==> src/rtl/control_surface_sysex_parser_macros.svh <==
// ----------------------------------------------------------------------------
// Control-surface SysEx parser: assertion macros
// Shared property wrappers clocked on clk and disabled during reset.
// ----------------------------------------------------------------------------
`ifndef CONTROL_SURFACE_SYSEX_PARSER_MACROS_SVH
`define CONTROL_SURFACE_SYSEX_PARSER_MACROS_SVH

// same-cycle implication
`define CSP_ASSERT_NOW(name, ante, cons, msg) \
  name: assert property (@(posedge clk) disable iff (!rst_n) (ante) |-> (cons)) \
    else $error(msg);

// next-cycle implication
`define CSP_ASSERT_NEXT(name, ante, cons, msg) \
  name: assert property (@(posedge clk) disable iff (!rst_n) (ante) |=> (cons)) \
    else $error(msg);

`endif

==> src/rtl/csp_pkg.sv <==
// ----------------------------------------------------------------------------
// csp_pkg
// Types, codes and reply tables of the control-surface SysEx parser.
// ----------------------------------------------------------------------------
package csp_pkg;

  typedef struct packed {
    logic [7:0] port;
    logic [7:0] midi_byte;
  } csp_in_t;

  typedef struct packed {
    logic [2:0] action;
    logic [7:0] index;
    logic [7:0] value;
    logic       last;
  } csp_out_t;

  // event from parser to output stage
  localparam logic [1:0] EV_NONE   = 2'd0;
  localparam logic [1:0] EV_SINGLE = 2'd1;
  localparam logic [1:0] EV_REPLY  = 2'd2;

  // reply selectors
  localparam logic [1:0] REPLY_QUERY    = 2'd0;
  localparam logic [1:0] REPLY_MC_QUERY = 2'd1;
  localparam logic [1:0] REPLY_HOST     = 2'd2;
  localparam logic [1:0] REPLY_VERSION  = 2'd3;

  typedef struct packed {
    logic [1:0] kind;
    csp_out_t   res;
    logic [1:0] reply_sel;
    logic [7:0] reply_id;
  } csp_event_t;

  // actions
  localparam logic [2:0] ACT_REPLY        = 3'd0;
  localparam logic [2:0] ACT_MTC          = 3'd1;
  localparam logic [2:0] ACT_STATUS       = 3'd2;
  localparam logic [2:0] ACT_LCD_CURSOR   = 3'd3;
  localparam logic [2:0] ACT_LCD_CHAR     = 3'd4;
  localparam logic [2:0] ACT_METER_MODE   = 3'd5;
  localparam logic [2:0] ACT_GLOBAL_METER = 3'd6;

  // commands
  localparam logic [7:0] CMD_QUERY        = 8'h00;
  localparam logic [7:0] CMD_HOST_REPLY   = 8'h02;
  localparam logic [7:0] CMD_MTC          = 8'h10;
  localparam logic [7:0] CMD_STATUS       = 8'h11;
  localparam logic [7:0] CMD_LCD          = 8'h12;
  localparam logic [7:0] CMD_VERSION      = 8'h13;
  localparam logic [7:0] CMD_MC_QUERY     = 8'h1a;
  localparam logic [7:0] CMD_METER        = 8'h20;
  localparam logic [7:0] CMD_GLOBAL_METER = 8'h21;

  // config register indexes
  localparam logic [7:0] CFG_DEFAULT_PORT = 8'd0;
  localparam logic [7:0] CFG_EMULATION_ID = 8'd1;

  localparam logic [7:0] DEFAULT_PORT_RST = 8'd0;
  localparam logic [7:0] EMULATION_ID_RST = 8'h80;
  localparam logic [7:0] EMU_LEARN_A      = 8'h80;
  localparam logic [7:0] EMU_LEARN_B      = 8'h81;

  localparam logic [7:0] SYSEX_END     = 8'hf7;
  localparam logic [7:0] LCD_ROW_SPLIT = 8'd56;
  localparam logic [7:0] LCD_ROW_SHIFT = 8'd8;   // -56 + 0x40
  localparam logic [7:0] MTC_BASE      = 8'd9;
  localparam logic [7:0] STATUS_BASE   = 8'd1;
  localparam logic [6:0] METER_CHANNELS = 7'd8;

  localparam logic [2:0] HDR_LEN   = 3'd4;
  localparam logic [2:0] MATCH_LEN = 3'd5;
  localparam logic [4:0] PAYLOAD_START = 5'd5;

  localparam logic [7:0] HDR [4] = '{8'hf0, 8'h00, 8'h00, 8'h66};

  localparam logic [7:0] PL_QUERY [13] = '{
    8'h01, 8'h31, 8'h32, 8'h33, 8'h34, 8'h35, 8'h36, 8'h37, 8'h38,
    8'h41, 8'h42, 8'h43, 8'h44};
  localparam logic [7:0] PL_MC_QUERY [2] = '{8'h1b, 8'h42};
  localparam logic [7:0] PL_HOST [9] = '{
    8'h03, 8'h31, 8'h32, 8'h33, 8'h34, 8'h35, 8'h36, 8'h37, 8'h38};
  localparam logic [7:0] PL_VERSION [6] = '{8'h14, 8'h56, 8'h31, 8'h2e, 8'h34, 8'h32};

  // position of the closing F7 in each reply
  function automatic logic [4:0] reply_last_pos(input logic [1:0] sel);
    logic [4:0] p;
    p = 5'd0;
    unique case (sel)
      REPLY_QUERY:    p = 5'd18;
      REPLY_MC_QUERY: p = 5'd7;
      REPLY_HOST:     p = 5'd14;
      REPLY_VERSION:  p = 5'd11;
      default:        p = 5'd0;
    endcase
    return p;
  endfunction

  function automatic logic [7:0] payload_byte(input logic [1:0] sel, input logic [3:0] j);
    logic [7:0] v;
    v = 8'h00;
    unique case (sel)
      REPLY_QUERY:    v = (j < 4'd13) ? PL_QUERY[j] : 8'h00;
      REPLY_MC_QUERY: v = PL_MC_QUERY[j[0]];
      REPLY_HOST:     v = (j < 4'd9) ? PL_HOST[j] : 8'h00;
      REPLY_VERSION:  v = (j[2:0] < 3'd6) ? PL_VERSION[j[2:0]] : 8'h00;
      default:        v = 8'h00;
    endcase
    return v;
  endfunction

  function automatic csp_out_t reply_item(input logic [1:0] sel, input logic [4:0] pos,
                                          input logic [7:0] id);
    csp_out_t   r;
    logic [4:0] j;
    r.action = ACT_REPLY;
    r.index  = 8'd0;
    r.last   = 1'b0;
    j        = pos - PAYLOAD_START;
    if (pos < {2'b00, HDR_LEN}) begin
      r.value = HDR[pos[1:0]];
    end else if (pos == {2'b00, HDR_LEN}) begin
      r.value = id;
    end else if (pos == reply_last_pos(sel)) begin
      r.value = SYSEX_END;
      r.last  = 1'b1;
    end else begin
      r.value = payload_byte(sel, j[3:0]);
    end
    return r;
  endfunction

endpackage

==> src/rtl/csp_parse.sv <==
// ----------------------------------------------------------------------------
// csp_parse
// Header matcher, ID learning, command decode and per-item actions.
// ----------------------------------------------------------------------------
`include "control_surface_sysex_parser_macros.svh"

module csp_parse (
  input  logic                clk,
  input  logic                rst_n,
  input  logic                cfg_we,
  input  logic [7:0]          cfg_idx,
  input  logic [7:0]          cfg_wdata,
  input  logic                item_take,
  input  csp_pkg::csp_in_t    item,
  output csp_pkg::csp_event_t ev
);
  import csp_pkg::*;

  logic [7:0] default_port_r, default_port_nxt;
  logic [7:0] emulation_id_r, emulation_id_nxt;
  logic [2:0] header_count_r, header_count_nxt;
  logic       in_msg_r, in_msg_nxt;
  logic       cmd_seen_r, cmd_seen_nxt;
  logic [7:0] cmd_code_r, cmd_code_nxt;
  logic       lcd_seen_r, lcd_seen_nxt;
  logic       mch_seen_r, mch_seen_nxt;
  logic       mmode_seen_r, mmode_seen_nxt;
  logic [6:0] meter_ch_r, meter_ch_nxt;
  logic [7:0] mtc_pos_r, mtc_pos_nxt;
  logic [7:0] status_pos_r, status_pos_nxt;
  logic [7:0] learned_id_r, learned_id_nxt;

  logic [7:0] b;
  logic [7:0] learned_v;
  logic [7:0] dev_id;
  logic       mismatch;
  logic       learnable;

  function automatic logic [7:0] device_id(input logic [7:0] emu, input logic [7:0] lid);
    logic [7:0] d;
    d = 8'd0;
    if (!emu[7]) d = emu;
    else if (emu == EMU_LEARN_A || emu == EMU_LEARN_B) d = lid;
    return d;
  endfunction

  assign b = item.midi_byte;

  always_comb begin
    default_port_nxt = default_port_r;
    emulation_id_nxt = emulation_id_r;
    if (cfg_we) begin
      if (cfg_idx == CFG_DEFAULT_PORT) default_port_nxt = cfg_wdata;
      if (cfg_idx == CFG_EMULATION_ID) emulation_id_nxt = cfg_wdata;
    end
  end

  always_comb begin
    header_count_nxt = header_count_r;
    in_msg_nxt       = in_msg_r;
    cmd_seen_nxt     = cmd_seen_r;
    cmd_code_nxt     = cmd_code_r;
    lcd_seen_nxt     = lcd_seen_r;
    mch_seen_nxt     = mch_seen_r;
    mmode_seen_nxt   = mmode_seen_r;
    meter_ch_nxt     = meter_ch_r;
    mtc_pos_nxt      = mtc_pos_r;
    status_pos_nxt   = status_pos_r;
    learned_id_nxt   = learned_id_r;
    ev               = '0;
    ev.kind          = EV_NONE;
    learnable = (learned_id_r == 8'd0) && (header_count_r == HDR_LEN) &&
                ((emulation_id_r == EMU_LEARN_A && (b == 8'h10 || b == 8'h14)) ||
                 (emulation_id_r == EMU_LEARN_B && (b == 8'h11 || b == 8'h15)));
    learned_v = learnable ? b : learned_id_r;
    dev_id    = device_id(emulation_id_r, learned_v);
    mismatch  = (header_count_r < HDR_LEN) ? (b != HDR[header_count_r[1:0]])
                                           : (b != dev_id);

    if (item_take && !(in_msg_r && item.port != default_port_r)) begin
      if (!in_msg_r) begin
        learned_id_nxt = learned_v;
        if (mismatch) begin
          header_count_nxt = 3'd0;
          cmd_seen_nxt     = 1'b0;
          cmd_code_nxt     = 8'd0;
          lcd_seen_nxt     = 1'b0;
          mch_seen_nxt     = 1'b0;
          mmode_seen_nxt   = 1'b0;
        end else begin
          header_count_nxt = header_count_r + 3'd1;
          if (header_count_nxt >= MATCH_LEN) in_msg_nxt = 1'b1;
        end
      end else if (b[7]) begin
        if (b == SYSEX_END && cmd_seen_r) begin
          ev.reply_id = dev_id;
          unique case (cmd_code_r)
            CMD_QUERY: begin
              ev.kind = EV_REPLY;  ev.reply_sel = REPLY_QUERY;
            end
            CMD_MC_QUERY: begin
              ev.kind = EV_REPLY;  ev.reply_sel = REPLY_MC_QUERY;
            end
            CMD_HOST_REPLY: begin
              ev.kind = EV_REPLY;  ev.reply_sel = REPLY_HOST;
            end
            CMD_VERSION: begin
              ev.kind = EV_REPLY;  ev.reply_sel = REPLY_VERSION;
            end
            default: ev.kind = EV_NONE;
          endcase
        end
        header_count_nxt = 3'd0;
        in_msg_nxt       = 1'b0;
        cmd_seen_nxt     = 1'b0;
        cmd_code_nxt     = 8'd0;
        lcd_seen_nxt     = 1'b0;
        mch_seen_nxt     = 1'b0;
        mmode_seen_nxt   = 1'b0;
      end else if (!cmd_seen_r) begin
        cmd_seen_nxt = 1'b1;
        cmd_code_nxt = b;
        unique case (b)
          CMD_MTC:    mtc_pos_nxt = 8'd0;
          CMD_STATUS: status_pos_nxt = 8'd0;
          CMD_QUERY, CMD_MC_QUERY, CMD_HOST_REPLY, CMD_LCD,
          CMD_VERSION, CMD_METER, CMD_GLOBAL_METER: ;
          default: begin
            header_count_nxt = 3'd0;
            in_msg_nxt       = 1'b0;
            cmd_seen_nxt     = 1'b0;
            cmd_code_nxt     = 8'd0;
            lcd_seen_nxt     = 1'b0;
            mch_seen_nxt     = 1'b0;
            mmode_seen_nxt   = 1'b0;
          end
        endcase
      end else begin
        ev.res.value = b;
        unique case (cmd_code_r)
          CMD_MTC: begin
            ev.kind       = EV_SINGLE;
            ev.res.action = ACT_MTC;
            ev.res.index  = MTC_BASE - mtc_pos_r;
            mtc_pos_nxt   = mtc_pos_r + 8'd1;
          end
          CMD_STATUS: begin
            ev.kind        = EV_SINGLE;
            ev.res.action  = ACT_STATUS;
            ev.res.index   = STATUS_BASE - status_pos_r;
            status_pos_nxt = status_pos_r + 8'd1;
          end
          CMD_LCD: begin
            ev.kind = EV_SINGLE;
            if (!lcd_seen_r) begin
              lcd_seen_nxt  = 1'b1;
              ev.res.action = ACT_LCD_CURSOR;
              ev.res.value  = (b < LCD_ROW_SPLIT) ? b : b + LCD_ROW_SHIFT;
            end else begin
              ev.res.action = ACT_LCD_CHAR;
            end
          end
          CMD_METER: begin
            if (!mch_seen_r) begin
              mch_seen_nxt = 1'b1;
              meter_ch_nxt = b[6:0];
            end else if (!mmode_seen_r) begin
              mmode_seen_nxt = 1'b1;
              if (meter_ch_r < METER_CHANNELS) begin
                ev.kind       = EV_SINGLE;
                ev.res.action = ACT_METER_MODE;
                ev.res.index  = {1'b0, meter_ch_r};
              end
            end
          end
          CMD_GLOBAL_METER: begin
            if (!mmode_seen_r) begin
              mmode_seen_nxt = 1'b1;
              ev.kind        = EV_SINGLE;
              ev.res.action  = ACT_GLOBAL_METER;
            end
          end
          default: ev.kind = EV_NONE;
        endcase
      end
    end
  end

  always_ff @(posedge clk) begin
    if (!rst_n) begin
      default_port_r <= DEFAULT_PORT_RST;
      emulation_id_r <= EMULATION_ID_RST;
      header_count_r <= 3'd0;
      in_msg_r       <= 1'b0;
      cmd_seen_r     <= 1'b0;
      cmd_code_r     <= 8'd0;
      lcd_seen_r     <= 1'b0;
      mch_seen_r     <= 1'b0;
      mmode_seen_r   <= 1'b0;
      meter_ch_r     <= 7'd0;
      mtc_pos_r      <= 8'd0;
      status_pos_r   <= 8'd0;
      learned_id_r   <= 8'd0;
    end else begin
      default_port_r <= default_port_nxt;
      emulation_id_r <= emulation_id_nxt;
      header_count_r <= header_count_nxt;
      in_msg_r       <= in_msg_nxt;
      cmd_seen_r     <= cmd_seen_nxt;
      cmd_code_r     <= cmd_code_nxt;
      lcd_seen_r     <= lcd_seen_nxt;
      mch_seen_r     <= mch_seen_nxt;
      mmode_seen_r   <= mmode_seen_nxt;
      meter_ch_r     <= meter_ch_nxt;
      mtc_pos_r      <= mtc_pos_nxt;
      status_pos_r   <= status_pos_nxt;
      learned_id_r   <= learned_id_nxt;
    end
  end

  `CSP_ASSERT_NOW(a_msg_full_hdr, in_msg_r, header_count_r == MATCH_LEN, "in message without full header")
  `CSP_ASSERT_NOW(a_idle_clean, !in_msg_r, !cmd_seen_r && !lcd_seen_r && !mmode_seen_r && header_count_r <= HDR_LEN, "stale message state while matching")
  `CSP_ASSERT_NEXT(a_learned_kept, learned_id_r != 8'd0, $stable(learned_id_r), "learned id changed")

endmodule

==> src/rtl/csp_out_seq.sv <==
// ----------------------------------------------------------------------------
// csp_out_seq
// Result register and reply sequencer; one item per cycle as out_ready allows.
// ----------------------------------------------------------------------------
`include "control_surface_sysex_parser_macros.svh"

module csp_out_seq (
  input  logic                clk,
  input  logic                rst_n,
  input  logic                ev_take,
  input  csp_pkg::csp_event_t ev,
  output logic                take_ok,
  output logic                out_valid,
  input  logic                out_ready,
  output csp_pkg::csp_out_t   out_data
);
  import csp_pkg::*;

  logic       out_valid_r, out_valid_nxt;
  csp_out_t   out_r, out_nxt;
  logic       busy_r, busy_nxt;
  logic [4:0] pos_r, pos_nxt;
  logic [1:0] sel_r, sel_nxt;
  logic [7:0] id_r, id_nxt;
  logic       load_ok;

  assign load_ok = !out_valid_r || out_ready;
  assign take_ok = !busy_r && load_ok;

  always_comb begin
    out_valid_nxt = out_valid_r && !out_ready;
    out_nxt       = out_r;
    busy_nxt      = busy_r;
    pos_nxt       = pos_r;
    sel_nxt       = sel_r;
    id_nxt        = id_r;
    if (busy_r && load_ok) begin
      out_valid_nxt = 1'b1;
      out_nxt       = reply_item(sel_r, pos_r, id_r);
      pos_nxt       = pos_r + 5'd1;
      if (pos_r == reply_last_pos(sel_r)) busy_nxt = 1'b0;
    end else if (ev_take) begin
      unique case (ev.kind)
        EV_SINGLE: begin
          out_valid_nxt = 1'b1;
          out_nxt       = ev.res;
        end
        EV_REPLY: begin
          out_valid_nxt = 1'b1;
          out_nxt       = reply_item(ev.reply_sel, 5'd0, ev.reply_id);
          busy_nxt      = 1'b1;
          pos_nxt       = 5'd1;
          sel_nxt       = ev.reply_sel;
          id_nxt        = ev.reply_id;
        end
        default: ;
      endcase
    end
  end

  always_ff @(posedge clk) begin
    if (!rst_n) begin
      out_valid_r <= 1'b0;
      busy_r      <= 1'b0;
      pos_r       <= 5'd0;
      sel_r       <= REPLY_QUERY;
    end else begin
      out_valid_r <= out_valid_nxt;
      busy_r      <= busy_nxt;
      pos_r       <= pos_nxt;
      sel_r       <= sel_nxt;
    end
  end

  always_ff @(posedge clk) begin
    out_r <= out_nxt;
    id_r  <= id_nxt;
  end

  assign out_valid = out_valid_r;
  assign out_data  = out_r;

  `CSP_ASSERT_NOW(a_burst_shown, busy_r, out_valid_r, "reply burst without a presented item")
  `CSP_ASSERT_NOW(a_last_ends, out_valid_r && out_r.last, !busy_r && out_r.action == ACT_REPLY, "last flag inside a burst")
  `CSP_ASSERT_NOW(a_pos_bound, busy_r, pos_r <= reply_last_pos(sel_r), "reply position past end")

endmodule

==> src/rtl/control_surface_sysex_parser.sv <==
// ----------------------------------------------------------------------------
// control_surface_sysex_parser
// Control-surface SysEx parser: header and device ID match, command decode,
// display/meter actions and query replies.
// ----------------------------------------------------------------------------
// One input item is taken per cycle whenever the result register is free or
// being emptied in the same cycle, so in_ready follows out_ready. An item
// gives at most one action in the cycle after it is taken, except F7 closing
// a query command: that item starts a reply of 8, 12, 15 or 19 result items,
// produced one per cycle as out_ready allows, by the reply sequencer through
// the single result register; no input is taken until its last item is loaded.
// Configuration writes are taken in every cycle (cfg_ready is always high).
module control_surface_sysex_parser (
  input  logic              clk,
  input  logic              rst_n,
  input  logic              in_valid,
  output logic              in_ready,
  input  csp_pkg::csp_in_t  in_data,
  output logic              out_valid,
  input  logic              out_ready,
  output csp_pkg::csp_out_t out_data,
  input  logic              cfg_valid,
  output logic              cfg_ready,
  input  logic [7:0]        cfg_index,
  input  logic [7:0]        cfg_data
);
  import csp_pkg::*;

  csp_event_t ev;
  logic       take_ok;
  logic       item_take;

  assign cfg_ready = 1'b1;
  assign in_ready  = take_ok;
  assign item_take = in_valid && take_ok;

  csp_parse u_parse (
    .clk       (clk),
    .rst_n     (rst_n),
    .cfg_we    (cfg_valid && cfg_ready),
    .cfg_idx   (cfg_index),
    .cfg_wdata (cfg_data),
    .item_take (item_take),
    .item      (in_data),
    .ev        (ev)
  );

  csp_out_seq u_out (
    .clk       (clk),
    .rst_n     (rst_n),
    .ev_take   (item_take),
    .ev        (ev),
    .take_ok   (take_ok),
    .out_valid (out_valid),
    .out_ready (out_ready),
    .out_data  (out_data)
  );

endmodule
==> config.mk <==
export PLATFORM = sky130hd
export DESIGN_NAME = control_surface_sysex_parser
export DESIGN_NICKNAME = d
export VERILOG_FILES = /design/src/rtl/csp_pkg.sv /design/src/rtl/csp_parse.sv /design/src/rtl/csp_out_seq.sv /design/src/rtl/control_surface_sysex_parser.sv
export VERILOG_INCLUDE_DIRS = /design/src /design/src/rtl
export SDC_FILE = /design/constraint.sdc
export NUM_CORES = 1
export LEC_CHECK = 0
export ABC_CLOCK_PERIOD_IN_PS = 4000
export BUFFER_PORTS_ARGS = -buffer_cell sky130_fd_sc_hd__buf_2
export CAP_MARGIN = 20
export CORE_MARGIN = 2
export CORE_UTILIZATION = 30
export DETAILED_ROUTE_END_ITERATION = 16
export PLACE_DENSITY = 0.57
export SETUP_SLACK_MARGIN = 0.4
export SYNTH_ARGS = -nofsm -noshare
export SYNTH_HDL_FRONTEND = slang
export SYNTH_HIERARCHICAL = 1
export SYNTH_SLANG_ARGS = --single-unit
==> constraint.sdc <==
create_clock -name clk -period 4 [get_ports clk]
set_input_delay 0.2 -clock clk [delete_from_list [all_inputs] [get_ports clk]]
set_output_delay 0.2 -clock clk [all_outputs]
set_load 0.01 [all_outputs]
# Word level (Yosys, flattened, before mapping)

Memory sizes are Yosys's and may differ from the RTL's.
Index checks and enable logic that the tools add are counted.

Add/subtract/negate cells: 8
Multipliers: 0
Divide/modulo/power cells: 0
$lt $le $gt $ge: 13
Eq/ne operators: 44
Shift-type cells: 0
Mux-type cells: 108
Bitwise logic cells: 9
Reduce and logical (&&, ||, !) cells: 54

Operator list:

| kind                  | count |
|---|---|
| $mux W8               | 34 |
| $eq A8 B5 Y1 const B  | 12 |
| $mux W21              | 3 |
| $mux W10              | 4 |
| $pmux W20 S2          | 1 |
| $mux W5               | 7 |
| $bmux W8 S2           | 2 |
| $eq A8 B6 Y1 const B  | 4 |
| $logic_not A8 Y1      | 4 |
| $mux W1               | 32 |
| $pmux W8 S4           | 1 |
| $eq A8 B8 Y1 const B  | 3 |
| $mux W12              | 2 |
| $ne A8 B8 Y1          | 3 |
| $pmux W8 S3           | 1 |
| $pmux W5 S4           | 1 |
| $mux W19              | 1 |
| $mux W3               | 6 |
| $mux W9               | 2 |
| $add A8 B1 Y8 const B | 2 |
| $eq A8 B2 Y1 const B  | 2 |
| $pmux W3 S5           | 1 |
| $reduce_and A5 Y1     | 3 |
| $mux W7               | 2 |
| 49 further kinds      | 103 |

Register bits after elaboration: 100
Bits in latches: 0
Memory bits (writable): 0
ROM bits: 320
Bits of input ports: 37
Output and inout port bits: 23
Logic and storage cells: 261
Memories kept: 3

Memories:

| memory          | words | bits a word | read ports | clocked after memory_dff | wr ports | line           | RTL |
|---|---|---|---|---|---|---|---|
| (no name shown) | 16    | 8           | 1          | 0                        | 0        | csp_pkg.sv:107 | `REPLY_HOST: v = (j < 4'd9) ? PL_HOST[j] : 8'h00;` |
| (no name shown) | 16    | 8           | 1          | 0                        | 0        | csp_pkg.sv:105 | `REPLY_QUERY: v = (j < 4'd13) ? PL_QUERY[j] : 8'h00;` |
| (no name shown) | 8     | 8           | 1          | 0                        | 0        | csp_pkg.sv:108 | `REPLY_VERSION: v = (j[2:0] < 3'd6) ? PL_VERSION[j[2:0]] : 8'h00;` |

# Depth between registers and ports, before layout

Depth in word-level cells: 14
Depth in mapped cells: 14
Gate-level depth less buffers: 12

# Hierarchy

The synthesis kept the hierarchy.

Modules (own cells, without submodules):

| module                       | times used | cells an instance | area an instance (um^2) | seq. area each (um^2) |
|---|---|---|---|---|
| csp_parse                    | 1          | 511               | 3976.3                  | 1241.2 |
| csp_out_seq                  | 1          | 267               | 2352.3                  | 910.9 |
| control_surface_sysex_parser | 1          | 3                 | 17.5                    | 0.0 |

# Worst setup path before layout

OpenSTA, ideal clock, no wires.

Path type: register to register
Start: register u_out.out_valid_r (netlist: u_out/out_valid)
End: register u_out.out_r (netlist bit u_out/out_data[0]) (enable)
Library setup time: 334 ps
Arrival time: 2869 ps
Data required time: 3666 ps
Setup slack: 797 ps
Cell stages (with the launch flop): 13
Path buffers: 2
Period minus slack after synthesis: 3203 ps
Path through: dfxtp_1 > nor2b_1 > nor2_1 > and2_1 > nand2_1 > or4_1 > buf_2 > nand2b_1 > nor2_1 > ha_1 > clkbuf_1 > o21ai_0 > nand2_1

RTL lines:

| element                | line              | RTL |
|---|---|---|
| start, declared        | csp_out_seq.sv:19 | `logic out_valid_r, out_valid_nxt;` |
| start signal, assigned | csp_out_seq.sv:68 | `out_valid_r <= out_valid_nxt;` |
| end signal, assigned   | csp_out_seq.sv:76 | `out_r <= out_nxt;` |
| end, declared          | csp_out_seq.sv:20 | `csp_out_t out_r, out_nxt;` |

==> results.yml <==
final_layout:
  area_delta_synth_final_pct: 13.90
  fin_nets: 877
  drive_above_1_share_pct: 13.05
  fillers: 2225
  fin_area_sq_mm: 0.007228
  final_common_cell: "nor2_1"
  diodes: 0
  final_cell_mix: "nor2_1, dfxtp_1, buf_2, a21oi_1, nand2_1"
hold_path:
  min_path_type: "in -> reg"
synthesis:
  synth_flop_cell: "dfxtp_1"
  synth_fp_nets: 843
  avgSynthCellArea_sq_um: 8.126
  synth_enable_flop_cells: 17
  seq_area_frac_synth_pct: 33.91
  synth_top_family_by_area: "simple AND/OR/NAND/NOR gates"
  synthSimpleGateAreaFrac_pct: 26.08
  synth_async_sr_flop_share_pct: 0
  synth_area_sq_mm: 0.006346
  synth_compound_area_share_pct: 18.51
  synth_cell_types: 82
  synthMuxAreaShare_pct: 4.988
  synthAdderAreaFrac_pct: 4.929
  synth_cells: 781
  yosysWarnings: 6
  synth-xor-area-share_pct: 6.329
  synth.ff_latch_count: 99
power:
  powerDensity_mw_per_mm2: 292.1
  leakagePower_nw: 2.689
  peakVddDrop_uv: 215.7
  p_total_w: 0.002111
timing:
  setup_viol: 0
  fin_setup_tns_ns: 0
  fmax_mhz: 296.6
  drv_slew: 0
  setup_slack_ns: 0.6284
  period_share_pct: 84.29
  maxSlewHeadroom_pct: 43.27
  clock_skew_ns: 0.01217
  worst_pin_slew_ns: 0.8478
  rsz0062_at_grt: "yes"
  layout_min_cycle_time_ns: 3.372
  hold_viol_final: 0
global_routing:
  grt_pass1_wl_um: 28130
  grtUsageTotal_pct: 15.74
  antenna_found_initial: 1
  first_global_vias: 5340
  grt_max_degree: 32
  grt-ovfl-total: 0
clock_network:
  post_cts_buffers: 0
  htree_levels: 3
  cts_num_sinks: 99
  cts_root_buffer: "clkbuf_16"
  clock_latency_ns: 0.35
  clk_path_buf_depth: 2
  cts_made_buffers: 9
  clk_pin_slew_ns: 0.07
  cts_tree: "done"
outcome:
  status: "complete, no violations"
critical_path:
  path_class: "reg -> reg"
  critPathLaunchType: "register"
  crit_arrival_ns: 3.43
  r2r_end: "u_out/id_r[5]"
  cp-startpoint: "u_parse/default_port_r[0]"
  worstPathRequired_ns: 4.06
  ff2ff_setup_slack_ns: 0.63
  cp-end-kind: "register"
  crit_fanout: 12
  r2r_cells: 11
  reg2reg_from: "u_parse/default_port_r[0]"
  worstSetupEndpoint: "u_out/id_r[5]"
placed_design:
  postPlaceCellArea_sq_mm: 0.006864
  dp_hpwl_um: 12570
  dp_slack_ns: 0.3466
  port-buffer-count: 58
  gp_congestion: 0.8771
drt:
  dr.first_iter.drc_count: 474
  vias: 5642
  drc: 0
  ant_nets: 0
  via_per_inst: 5.153
  wl_per_cell_um: 15.51
  drt_pre_antenna_iters: 6
  routed_wl_um: 16980
job:
  drv_cap: 0
die:
  die_area_sq_mm: 0.02233
  dieWidth_um: 149.4
  rows: 53
  die_height_um: 149.4
  ioPinCount: 60
  initial_utilization_pct: 30.38
  core_area_sq_mm: 0.02089
==> sequential cells by signal, indices dropped and copies added, names as in the netlist <==
register / flops
u_out/busy_r: 1
u_out/id_r: 8
u_out/out_data: 20
u_out/out_valid: 1
u_out/pos_r: 5
u_out/sel_r: 2
u_parse/cmd_code_r: 7
u_parse/cmd_seen_r: 1
u_parse/default_port_r: 8
u_parse/emulation_id_r: 8
u_parse/header_count_r: 3
u_parse/in_msg_r: 1
u_parse/lcd_seen_r: 1
u_parse/learned_id_r: 8
u_parse/mch_seen_r: 1
u_parse/meter_ch_r: 7
u_parse/mmode_seen_r: 1
u_parse/mtc_pos_r: 8
u_parse/status_pos_r: 8
==> synthesized netlist by cell type (9+ instances only) <==
cell type    n  share of area, %
nor3_1      29               2.3
nor2_1     109               6.4
mux2i_1     29               4.6
nand2b_1    10              0.99
dfxtp_1     82                26
xor2_1       9               1.2
and2_1       9              0.89
xnor2_1     35               4.8
nand4_1     12               1.2
clkbuf_1    29               1.7
nand3_1     18               1.4
nand2_1     52               3.1
nor2b_1     18               1.8
a21oi_1     58               4.6
o21ai_0     41               3.2
nor3b_1     14               1.7
nor4_1      13               1.3
inv_1       34               2.0
ha_1        25               4.9
edfxtp_1    17               8.0
==> area by class of cell <==
cell class              count  area (sq um)  share of cell area [%]
multi-input cells         602          3889                   53.80
flip-flops and latches     99          2152                   29.77
repair buffers             68         365.4                   5.055
well taps                 275         344.1                   4.760
clock buffers              11         264.0                   3.652
inverters                  35         131.4                   1.818
clock inverters             5         82.58                   1.142
==> worst max-delay path: stages (launching register included) <==
cell      delay [ns]
dfxtp_1         0.32
xnor2_1         0.18
nand4_1         0.21
o21ai_4         0.29
nand2_1         0.14
or4_1           0.70
nand2b_1        0.25
nor2_1          0.18
ha_2            0.32
nand2_1         0.17
nor2_1          0.13
buf_4           0.19
==> what timing repair did <==
item	CTS	global route
cloned	0	0
setup endpoints to repair	11	39
hold buffers	0	0
resized for setup	1	3
hold endpoints to repair	0	0
==> stage by stage <==
| stage | instances | hold slack (ns) | util (%) |
|---|---|---|---|
| 2_1_floorplan | 781 | 0.3085 | - |
| 3_3_place_gp | 1079 | 0.4398 | 32.86 |
| 3_5_place_dp | 1079 | 0.4436 | 32.86 |
| 4_1_cts | 1095 | 0.08096 | 34.53 |
| 5_1_grt | 1095 | 0.09529 | 34.60 |
| 6_report | 1095 | 0.09210 | 34.60 |
==> cells by family after synthesis <==
family | count (synthesis)
buffers and inverters | 80
AOI/OAI and AO/OA | 177
adders and majority gates | 25
xor gates and xnor gates | 45
other | 2
DFF | 99
muxes | 31
and+or+nand+nor | 322
==> metal layers <==
| layer | routed length [um] | vias up | track usage, % |
|---|---|---|---|
| met4 | 284 | 2 | 4.905 |
| met3 | 902 | 24 | 2.957 |
| met2 | 7545 | 156 | 24.29 |
| met1 | 8245 | 2609 | 22.20 |
| li1 | - | 2851 | - |
| met5 | 7 | - | 0 |
==> power breakdown <==
part | switching [W] | internal, W
Sequential | 0.00000515 | 0.00101
Combinational | 0.0000657 | 0.0000363
Clock | 0.000389 | 0.000604
Total | 0.000460 | 0.00165
==> worst min path at each step <==
stage / slack, ns / cells after the start / end / from
detailed placement: 0.44 / 2 / u_parse/cmd_code_r[6] / u_parse/cmd_code_r[6]
CTS: 0.08 / 3 / u_parse/emulation_id_r[7] / cfg_data[7]
global route: 0.1 / 3 / u_parse/emulation_id_r[5] / cfg_data[5]
finish: 0.09 / 3 / u_parse/emulation_id_r[6] / cfg_data[6]
floorplan: 0.31 / 2 / u_parse/cmd_code_r[1] / in_data[1]
global placement: 0.44 / 2 / u_parse/cmd_code_r[2] / u_parse/cmd_code_r[2]
No activity file was read; power rests on OpenSTA's default activity.
